===== src/rtl/core/fcce_pkg.sv =====
// Shared types, codes and constants of the FAT16 cluster chain engine.
`default_nettype none

package fcce_pkg;

    // Table geometry and field widths.
    localparam int unsigned DEFAULT_TABLE_ENTRIES = 4096;
    localparam int unsigned ENTRY_W   = 16;
    localparam int unsigned CLUSTER_W = 16;
    localparam int unsigned SIZE_W    = 32;
    localparam int unsigned TOTAL_W   = 13;
    localparam int unsigned BPS_W     = 13;
    localparam int unsigned SPC_W     = 8;
    localparam int unsigned CFG_IDX_W = 2;
    localparam int unsigned CFG_DAT_W = 13;
    // Divisor is bytes_per_sector times sectors_per_cluster.
    localparam int unsigned DIV_W     = BPS_W + SPC_W;

    // Table entry codes.
    localparam logic [ENTRY_W-1:0] FIRST_DATA_CLUSTER = 16'h0002;
    localparam logic [ENTRY_W-1:0] FREE_ENTRY         = 16'h0000;
    localparam logic [ENTRY_W-1:0] CHAIN_END_LOW      = 16'hFFF8;
    localparam logic [ENTRY_W-1:0] CHAIN_END          = 16'hFFFF;
    localparam logic [TOTAL_W-1:0] COUNT_MAX          = 13'h1FFF;

    // Register reset values.
    localparam logic [BPS_W-1:0]   BPS_RESET   = 13'd512;
    localparam logic [SPC_W-1:0]   SPC_RESET   = 8'd4;
    localparam logic [TOTAL_W-1:0] TOTAL_RESET = 13'd4096;

    // Register indexes.
    localparam logic [CFG_IDX_W-1:0] CFG_BYTES_PER_SECTOR    = 2'd0;
    localparam logic [CFG_IDX_W-1:0] CFG_SECTORS_PER_CLUSTER = 2'd1;
    localparam logic [CFG_IDX_W-1:0] CFG_CLUSTER_LIMIT       = 2'd2;

    typedef enum logic [1:0] {
        CMD_WRITE = 2'd0,
        CMD_READ  = 2'd1,
        CMD_FREE  = 2'd2,
        CMD_ALLOC = 2'd3
    } t_cmd;

    typedef enum logic [1:0] {
        STAT_OK    = 2'd0,
        STAT_RANGE = 2'd1,
        STAT_FULL  = 2'd2,
        STAT_LONG  = 2'd3
    } t_status;

    typedef enum logic [3:0] {
        S_CLEAR,
        S_IDLE,
        S_EXEC,
        S_READ_WAIT,
        S_FREE_CHK,
        S_FREE_RD,
        S_DIV_START,
        S_DIV_RUN,
        S_SCAN,
        S_RESP
    } t_state;

endpackage

`default_nettype wire


===== src/rtl/core/fcce_div.sv =====
// Restoring divider, one quotient bit per cycle, for the cluster count.
`default_nettype none

module fcce_div
    import fcce_pkg::*;
(
    input  wire logic              i_clk,
    input  wire logic              i_rst_n,
    input  wire logic              i_start,
    input  wire logic [SIZE_W-1:0] i_dividend,
    input  wire logic [DIV_W-1:0]  i_divisor,
    output logic                   o_done,
    output logic      [SIZE_W-1:0] o_quotient
);

    localparam int unsigned ITER_W = $clog2(SIZE_W);

    logic              r_busy, n_busy;
    logic              r_done, n_done;
    logic [ITER_W-1:0] r_iter, n_iter;
    logic [DIV_W-1:0]  r_rem,  n_rem;
    logic [SIZE_W-1:0] r_quo,  n_quo;
    logic [DIV_W-1:0]  r_dvs,  n_dvs;

    logic [DIV_W:0]    shifted;
    logic [DIV_W:0]    diff;
    logic              fits;

    // One trial subtraction per cycle; the remainder stays below the divisor.
    assign shifted = {r_rem, r_quo[SIZE_W-1]};
    assign diff    = shifted - {1'b0, r_dvs};
    assign fits    = shifted >= {1'b0, r_dvs};

    always_comb begin
        n_busy = r_busy;
        n_done = 1'b0;
        n_iter = r_iter;
        n_rem  = r_rem;
        n_quo  = r_quo;
        n_dvs  = r_dvs;
        if (i_start) begin
            n_busy = 1'b1;
            n_iter = ITER_W'(SIZE_W - 1);
            n_rem  = '0;
            n_quo  = i_dividend;
            n_dvs  = i_divisor;
        end else if (r_busy) begin
            n_rem  = fits ? diff[DIV_W-1:0] : shifted[DIV_W-1:0];
            n_quo  = {r_quo[SIZE_W-2:0], fits};
            n_iter = r_iter - ITER_W'(1);
            if (r_iter == '0) begin
                n_busy = 1'b0;
                n_done = 1'b1;
            end
        end
    end

    always_ff @(posedge i_clk) begin
        if (!i_rst_n) begin
            r_busy <= 1'b0;
            r_done <= 1'b0;
        end else begin
            r_busy <= n_busy;
            r_done <= n_done;
        end
        r_iter <= n_iter;
        r_rem  <= n_rem;
        r_quo  <= n_quo;
        r_dvs  <= n_dvs;
    end

    assign o_done     = r_done;
    assign o_quotient = r_quo;

endmodule

`default_nettype wire


===== config.mk =====
export PLATFORM = sky130hd
export DESIGN_NAME = fcce_div
export DESIGN_NICKNAME = d
export VERILOG_FILES = /design/src/rtl/core/fcce_pkg.sv /design/src/rtl/core/fcce_div.sv
export SDC_FILE = /design/constraint.sdc
export NUM_CORES = 1
export LEC_CHECK = 0
export BUFFER_PORTS_ARGS = -buffer_cell sky130_fd_sc_hd__buf_2
export CORE_MARGIN = 5
export CORE_UTILIZATION = 55
export DETAILED_ROUTE_END_ITERATION = 16
export GPL_TIMING_DRIVEN = 0
export PLACE_DENSITY_LB_ADDON = 0.12
export SLEW_MARGIN = 30
export SYNTH_ARGS = -nofsm -noshare
export SYNTH_HDL_FRONTEND = slang
export SYNTH_SLANG_ARGS = --single-unit
export TNS_END_PERCENT = 30

===== constraint.sdc =====
create_clock -name i_clk -period 3.1 [get_ports i_clk]
set_clock_uncertainty 0.15 [all_clocks]
set_input_delay 0.31 -clock i_clk [delete_from_list [all_inputs] [get_ports i_clk]]
set_output_delay 0.31 -clock i_clk [all_outputs]
set_load 0.01 [all_outputs]

### Yosys cells after proc, flatten, opt, wreduce, memory -nomap -nowiden

Index checks and enable logic that the tools add are counted.

* word-level logic and storage cells: 21
* output and inout port bits: 33
* bits of input ports: 56
* register bits after elaboration: 81

* magnitude comparators: 1
* muxes and demuxes: 7
* bitwise operators: 2
* reduce and logical (&&, ||, !) cells: 3
* $add $sub $neg: 2

Operators with widths (number)
* $mux 32: 2
* $ge 22x21->1: 1
* $mux 21: 1
* $sub 21x21->21: 1
* $logic_not 5->1: 1
* $sub 5x1->5 const B: 1
* $mux 1: 4
* $reduce_or 3->1: 1
* $not 1->1: 2
* $reduce_bool 2->1: 1

### Depth between registers and ports, before layout

Gate-level depths: netlist of run 1.

* depth in word-level cells: 4
* depth in mapped cells: 13
* gate-level depth less buffers: 11

### Worst setup path after synthesis of run 1

Ideal clock, no wire load.

* path type: register -> register
* start: register r_quo[31] (netlist: o_quotient[31])
* end: register r_rem[20]
* path buffers: 0
* arrival time: 2.478 ns
* setup slack: 0.336 ns
* stages on the path, launching flop included: 12
* period minus slack after synthesis: 2.764 ns
* data required time: 2.814 ns
* library setup time: 0.136 ns
* cells stage by stage: edfxtp_1 -> inv_1 -> ha_1 -> inv_1 -> fa_1 -> a21o_1 -> a311oi_2 -> o31a_1 -> o21ai_0 -> o31ai_1 -> xor2_1 -> o221ai_1

* cells in the longest elaborated chain, start to end: 2
* elaborated cells on any way between the ends: 3
* those cells by class: 1 x add/sub; 1 x order compare; 1 x mux

Ends and longest elaborated chain
* start: declaration: line fcce_div.sv:22 `logic [SIZE_W-1:0] r_quo, n_quo;`
* start signal: assignment: line fcce_div.sv:68 `r_quo <= n_quo;`
* $sub 21x21->21 or $ge 22x21->1 (tied branches): line fcce_div.sv:31, fcce_div.sv:32
* $mux 21 *: line fcce_div.sv:48 `n_rem = fits ? diff[DIV_W-1:0] : shifted[DIV_W-1:0];`
* end signal: assignment: line fcce_div.sv:67 `r_rem <= n_rem;`
* end: declaration: line fcce_div.sv:21 `logic [DIV_W-1:0] r_rem, n_rem;`

Every way passes the cells marked *; elsewhere a longest branch is shown, timed or not.
A chain may end at the register's enable or synchronous reset.

### Worst setup path after layout of run 1

* start: register r_quo[31] (netlist: o_quotient[31])
* end: register r_quo[0] (netlist: o_quotient[0]), data pin

* cells in the longest elaborated chain, start to end: 3

Ends and longest elaborated chain
* $ge 22x21->1: line fcce_div.sv:32 `assign fits = shifted >= {1'b0, r_dvs};`
* $mux 32: line fcce_div.sv:47 `end else if (r_busy) begin`
* $mux 32: line fcce_div.sv:41 `if (i_start) begin`
* via n_quo[0]: line fcce_div.sv:22

The timed path passes the listed nets, and every way through them passes these cells. The select of a mux whose other input is x is not followed.

==> results of run 1 <==
-- synth_stat cells, types with 3 or more instances --
master	instances	area share, %
a32oi_1	4	0.79
a31oi_1	7	0.99
nand2_1	20	1.7
o21a_1	5	0.85
buf_1	3	0.25
o31a_1	4	0.79
mux2_2	31	7.9
or2_2	3	0.42
nor2_1	22	1.9
inv_1	32	2.7
o21bai_1	4	0.68
nand3_1	6	0.68
nor3b_1	5	0.85
xnor2_1	13	2.6
dfxtp_1	28	13
a21o_1	7	1.2
o21ai_0	22	2.5
xor2_1	3	0.59
a21oi_1	17	1.9
clkbuf_1	7	0.59
buf_2	3	0.34
nand2b_1	10	1.4
nor3_1	7	0.79
a211oi_1	9	1.5
mux2i_1	12	2.7
edfxtp_1	53	36
ha_1	22	6.2
nand4_1	4	0.56
-- flip-flops by register name (all words and copies together) (netlist names) --
name	flops
r_iter	5
o_done	1
r_dvs	21
r_rem	21
r_busy	1
o_quotient	32
-- cells in the final DEF (no fill, tap or decap), drive strengths merged, types with 6 or more instances in the layout --
| master | synthesis | layout |
|---|---|---|
| nand2b | 10 | 10 |
| nand3 | 6 | 6 |
| xnor2 | 13 | 13 |
| a211oi | 10 | 10 |
| nor2 | 22 | 22 |
| nor3 | 8 | 8 |
| o21ai | 24 | 24 |
| buf | 9 | 99 |
| mux2 | 31 | 31 |
| edfxtp | 53 | 53 |
| mux2i | 12 | 12 |
| a31oi | 7 | 7 |
| dlygate4sd3 | 0 | 21 |
| clkbuf | 8 | 17 |
| ha | 22 | 22 |
| a21oi | 17 | 17 |
| a21o | 8 | 8 |
| dfxtp | 28 | 28 |
| nand2 | 20 | 20 |
| inv | 32 | 34 |
-- per-layer routing --
metal	part of all wire, %	GRT usage, %
met4	1.5	7.98
met3	7.0	6.39
met5	0	0
met1	47	27.4
met2	45	30.2
-- logic make-up (layout without fill, tap and decap cells) --
logic type      after synthesis  after routing  share of synthesized area (%)
compound gates               96             96                           14.9
simple gates                 95             95                           11.5
flops                        81             81                           48.5
buf+inv                      49            176                           4.68
mux                          43             43                           10.6
fa+ha+maj                    23             23                           6.66
xor+xnor                     16             16                           3.16
-- timing repair --
action / 4_1_cts / 5_1_grt
endpoints found under the hold margin: 21 / 0
setup endpoints to repair: 0 / 20
hold buffers: 21 / 0
buffers inserted: 0 / 2
resized for setup: 0 / 6
-- stage by stage --
stage | util, % | power (uW) | hold WS, ps | std cells | setup slack, ps
global route | 69.4 | 2650 | 23.7 | 632 | 13.0
global placement | 64.1 | 1800 | 305 | 593 | 11.4
detailed placement | 64.1 | 1810 | 329 | 593 | 57.7
CTS | 69.1 | 2530 | 12.6 | 630 | 35.1
floorplan | - | 1650 | 259 | 403 | 336
finish | 69.4 | 2510 | 33.7 | 632 | 207
-- critical path: stages (launching register included) --
cell and delay, ps:
edfxtp_1 380, inv_1 80, ha_1 170, inv_1 60
fa_1 410, a21o_1 230, a311oi_2 300, nor3_2 120
nand2_1 100, a22o_1 140, buf_6 130, buf_4 200
o21ai_0 140
-- power by group through the flow --
stage / combinational (uW) / sequential (uW) / clock (uW)
after floorplan: 321 / 1330 / 0
after global placement: 487 / 1310 / 0
after detailed placement: 496 / 1310 / 0
after CTS: 520 / 1290 / 724
after global routing: 585 / 1300 / 770
final: 525 / 1290 / 702
-- layout make-up --
| class | count | area (sq um) | area share (%) |
|---|---|---|---|
| buffer | 17 | 93.8 | 1.73 |
| clock buffer | 9 | 124 | 2.29 |
| clock inverter | 7 | 53.8 | 0.993 |
| inverter | 32 | 120 | 2.22 |
| multi-input combinational | 273 | 2080 | 38.4 |
| sequential | 81 | 2150 | 39.7 |
| tap | 102 | 128 | 2.36 |
| timing repair buffer | 111 | 666 | 12.3 |
-- worst paths after layout --
check,slack [ps],endpoint,from
hold reg to reg,340,r_rem[3],r_rem[3]
setup / recovery,210,o_quotient[0],o_quotient[31]
hold / removal,30,r_busy,i_rst_n
setup reg to reg,210,o_quotient[0],o_quotient[31]
==> impl_metrics.py, run 1 <==
metrics = {
    "status": {
        "outcome": "complete, no violations",
    },
    "min_path": {
        "whs_path_depth": 2,
        "hold_class": "primary input to register",
    },
    "clocking": {
        "cts_root_buffer": "clkbuf_8",
        "htree_levels": 3,
        "cts_tree": "yes",
        "worstSkewPairLatency_ps": 350,
        "cts.path.max_buffers": 2,
        "clkTransAtPathRegs_ps": 80,
        "numCtsBuffers": 9,
        "cts_num_sinks": 81,
    },
    "sta": {
        "rsz0062_at_grt": "false",
        "finalCriticalPeriod_ps": 2890,
        "post-route-period-util_pct": 93.3,
        "fmax_mhz": 346,
        "hold_viol_final": 0,
        "setup_viol": 0,
        "slew_violations": 0,
        "worst_slew_pin_slew_ps": 773,
        "slew_headroom_pct": 48.3,
        "final.setup.tns_ps": 0,
    },
    "power": {
        "switching_share_pct": 28.7,
        "internal_power_uw": 1790,
        "pwr_density_cell_mw_per_mm2": 464,
        "clock_power_share_pct": 27.9,
        "peakVddDrop_mv": 0.293,
        "combinationalPowerShare_pct": 20.9,
        "p_seq_share_pct": 51.2,
        "power.leakage_uw": 0.00236,
        "p_sw_uw": 722,
    },
    "die": {
        "die_h_um": 99.8,
        "start_util_pct": 56.8,
        "floorplan.rows": 32,
        "io_pins": 89,
        "dieWidth_um": 99.8,
        "dieArea_sq_mm": 0.00996,
        "coreArea_sq_mm": 0.00781,
    },
    "synth": {
        "ys_seq_area_share_pct": 48.5,
        "synth_edf_count": 53,
        "ys_ff_latch": 81,
        "ys_types": 59,
        "synthArstFlopShare_pct": 0,
        "netlist_instances": 403,
        "ys.flop_type": "edfxtp_1",
        "synth_area_sq_mm": 0.00444,
        "syn_avg_cell_area_sq_um": 11.0,
        "synth_fp_nets": 482,
        "yosys_warnings": 0,
    },
    "place": {
        "port_buffers": 88,
        "place_area_sq_mm": 0.00500,
        "hpwl_um": 6850,
        "gp_congestion": 0.907,
    },
    "detailed_routing": {
        "vias": 3427,
        "post-route-drc-count": 0,
        "ant_nets": 0,
        "drt_wl_total_um": 9530,
        "drt_iter0_markers": 142,
        "dr.pass1.iters": 4,
        "vias_per_cell": 5.42,
        "wl_per_cell_um": 15.1,
    },
    "setup_path": {
        "start_kind": "register",
        "cp.required_ps": 3010,
        "cp_max_fo": 10,
        "arrival_ps": 2810,
        "crit_type": "register to register",
        "reg2regPathDepth": 12,
        "crit_path_end_kind": "register",
    },
    "global_route": {
        "grt_pass1_vias": 3389,
        "grt_max_degree": 33,
        "grt_use_total_pct": 20.2,
        "grt_antenna_before_repair": 0,
        "overflow": 0,
        "grt_pass1_wl_um": 16200,
    },
    "cells_and_area": {
        "fin_area_sq_mm": 0.00542,
        "fin_nets": 604,
        "synthToLayoutAreaGrowth_pct": 22.1,
        "num_antenna_cells": 0,
        "drive_gt1_share_pct": 30.4,
        "n_fill_cell": 593,
    },
    "job": {
        "cap_violations": 0,
    },
}
Note: power is estimated with default switching activity, not from simulation.
==> run 2, diff against run 1 <==
- GPL_TIMING_DRIVEN: 0 -> 1
==> run 2 against run 1 <==
- sequential cell count stayed put
- clock-buffer cell count is 2 higher
- via count is 0.88% lower
- critical path depth is 1 lower
- hold slack hardly changed
- combinational power is 1% lower
- sequential share of layout area is 0.11 points higher
- power is 5.5% higher
- routed wire length is 0.41% higher
- critical endpoint is now r_rem[20]
- largest power group unchanged
- highest routed layer unchanged
==> impl_metrics.py, run 2 (synthesized netlist as in run 1, its figures left out) <==
metrics = {
    "setup_path": {
        "reg2reg_to": "r_rem[20]",
        "crit_path_top_delay_cell": "fa_1",
        "arrival_ps": 3000,
        "crit_type": "register to register",
        "r2r-start": "o_quotient[31]",
        "cp.required_ps": 3180,
        "crit_path_end_kind": "register",
        "reg2regPathDepth": 11,
        "start_kind": "register",
        "critical_path.max_stage_delay_ps": 410,
        "path_common_cell": "inv_1",
        "cp_max_fo": 3,
        "worst-r2r-setup-slack_ps": 180,
        "cp_cell_sequence": "inv_1, ha_1, inv_1, fa_1, a21o_1, a311oi_2, o31a_1, o21ai_1, o31ai_2, xor2_1, o221ai_1",
    },
    "sta": {
        "post-route-period-util_pct": 94.3,
        "fmax_mhz": 342,
        "rsz0062_at_grt": "false",
        "finalCriticalPeriod_ps": 2920,
        "setup_viol": 0,
        "holdWs_ps": 33.8,
        "final.setup.tns_ps": 0,
        "hold_viol_final": 0,
        "slew_headroom_pct": 49.5,
        "slew_violations": 0,
        "worst_slew_pin_slew_ps": 755,
    },
    "job": {
        "cap_violations": 0,
    },
    "clocking": {
        "worstSkewPairLatency_ps": 350,
        "cts_tree": "yes",
        "clkTransAtPathRegs_ps": 80,
        "numCtsBuffers": 9,
        "cts_num_sinks": 81,
        "htree_levels": 3,
        "cts_root_buffer": "clkbuf_8",
        "cts.path.max_buffers": 2,
    },
    "cells_and_area": {
        "fin_area_sq_mm": 0.00540,
        "drive_gt1_share_pct": 30.2,
        "multi_input_area_sq_mm": 0.00208,
        "mostFrequentLayoutCell": "buf_2",
        "final_util_pct": 69.2,
        "n_fill_cell": 621,
        "largest_reg_flops": 32,
        "synthToLayoutAreaGrowth_pct": 21.8,
        "final_cell_mix": "88 x buf_2, 53 x edfxtp_1, 32 x inv_1",
        "regArea_sq_mm": 0.00215,
        "fin_nets": 591,
        "num_antenna_cells": 0,
    },
    "global_route": {
        "grt_pass1_wl_um": 15900,
        "grt_use_total_pct": 19.8,
        "grt_pass1_vias": 3401,
        "grt_max_degree": 77,
        "overflow": 0,
        "grt_antenna_before_repair": 0,
    },
    "detailed_routing": {
        "wl_per_cell_um": 15.5,
        "highest_layer": "met4",
        "wl_met3_um": 515,
        "vias_per_cell": 5.49,
        "m1WireLength_um": 4580,
        "ant_nets": 0,
        "drt_wl_total_um": 9570,
        "drt_iter0_markers": 180,
        "post-route-drc-count": 0,
        "dr_wl_met2_um": 4290,
        "dr.pass1.iters": 4,
        "vias": 3397,
    },
    "die": {
        "start_util_pct": 56.8,
        "io_pins": 89,
        "dieArea_sq_mm": 0.00996,
        "floorplan.rows": 32,
        "coreArea_sq_mm": 0.00781,
        "dieWidth_um": 99.8,
        "die_h_um": 99.8,
    },
    "min_path": {
        "hold_path.startpoint": "i_rst_n",
        "hold-path-endpoint": "r_busy",
        "hold_class": "primary input to register",
        "whs_path_depth": 2,
    },
    "power": {
        "peakVddDrop_mv": 0.327,
        "power.leakage_uw": 0.00235,
        "power_uw": 2650,
        "pwr_density_cell_mw_per_mm2": 491,
    },
    "place": {
        "gp_congestion": 0.932,
        "port_buffers": 88,
        "hpwl_um": 6760,
        "place_area_sq_mm": 0.00497,
    },
    "status": {
        "outcome": "complete, no violations",
    },
}
## run 2: changes by cell type in the layout (fill, tap and decap cells not counted), moves of 2 or more
| cell | change |
|---|---|
| buf_2 | -2 |
| buf_1 | -3 |
| clkbuf_1 | -5 |
| bufinv_16 | +2 |
| inv_6 | -2 |
## run 2: what timing repair did
item,in CTS,in global routing
endpoints found under the setup margin,0,4
resized for setup,0,3
hold buffers,21,0
buffers inserted,0,1
hold endpoints to repair,21,0
## run 2: critical path: cells and delay by family, from the launching register on
kind | cells | cell delay [ps]
compound gates | 6 | 1350
fa+ha+maj | 2 | 580
flops | 1 | 400
xor+xnor | 1 | 170
buf+inv | 2 | 150
## run 2: worst max path at each step
stage | start | endpoint | cells past startpoint
after detailed placement | o_quotient[31] | r_rem[20] | 11
after floorplan | o_quotient[31] | r_rem[20] | 11
after global routing | o_quotient[31] | r_rem[13] | 12
final | o_quotient[31] | r_rem[20] | 11
after global placement | o_quotient[31] | r_rem[20] | 11
after CTS | o_quotient[31] | r_rem[20] | 11
## run 2: area by class of cell
type | count | share of cell area [%]
Inverter | 32 | 2.22
Tap cell | 102 | 2.36
Clock inverter | 5 | 1.48
Multi-Input combinational cell | 273 | 38.6
Timing Repair Buffer | 115 | 13.1
Sequential cell | 81 | 39.8
Clock buffer | 11 | 2.43
## run 2: metal layers
layer  global-route usage, %  up-vias
li1                        -     1711
met1                    27.6     1588
met2                    30.1       87
met3                    4.17       11
met4                    8.30        0
met5                       0        -
## run 2: where the power goes
group	internal, uW	switching (uW)
Sequential	1250	44.4
Combinational	249	272
Clock	453	388
## run 2: per-stage QoR
step / cells / setup WS [ps]
after floorplan: 403 / 336
after global placement: 581 / 244
after detailed placement: 581 / 95.7
after CTS: 618 / 90.4
after global routing: 619 / 1.34
final: 619 / 175
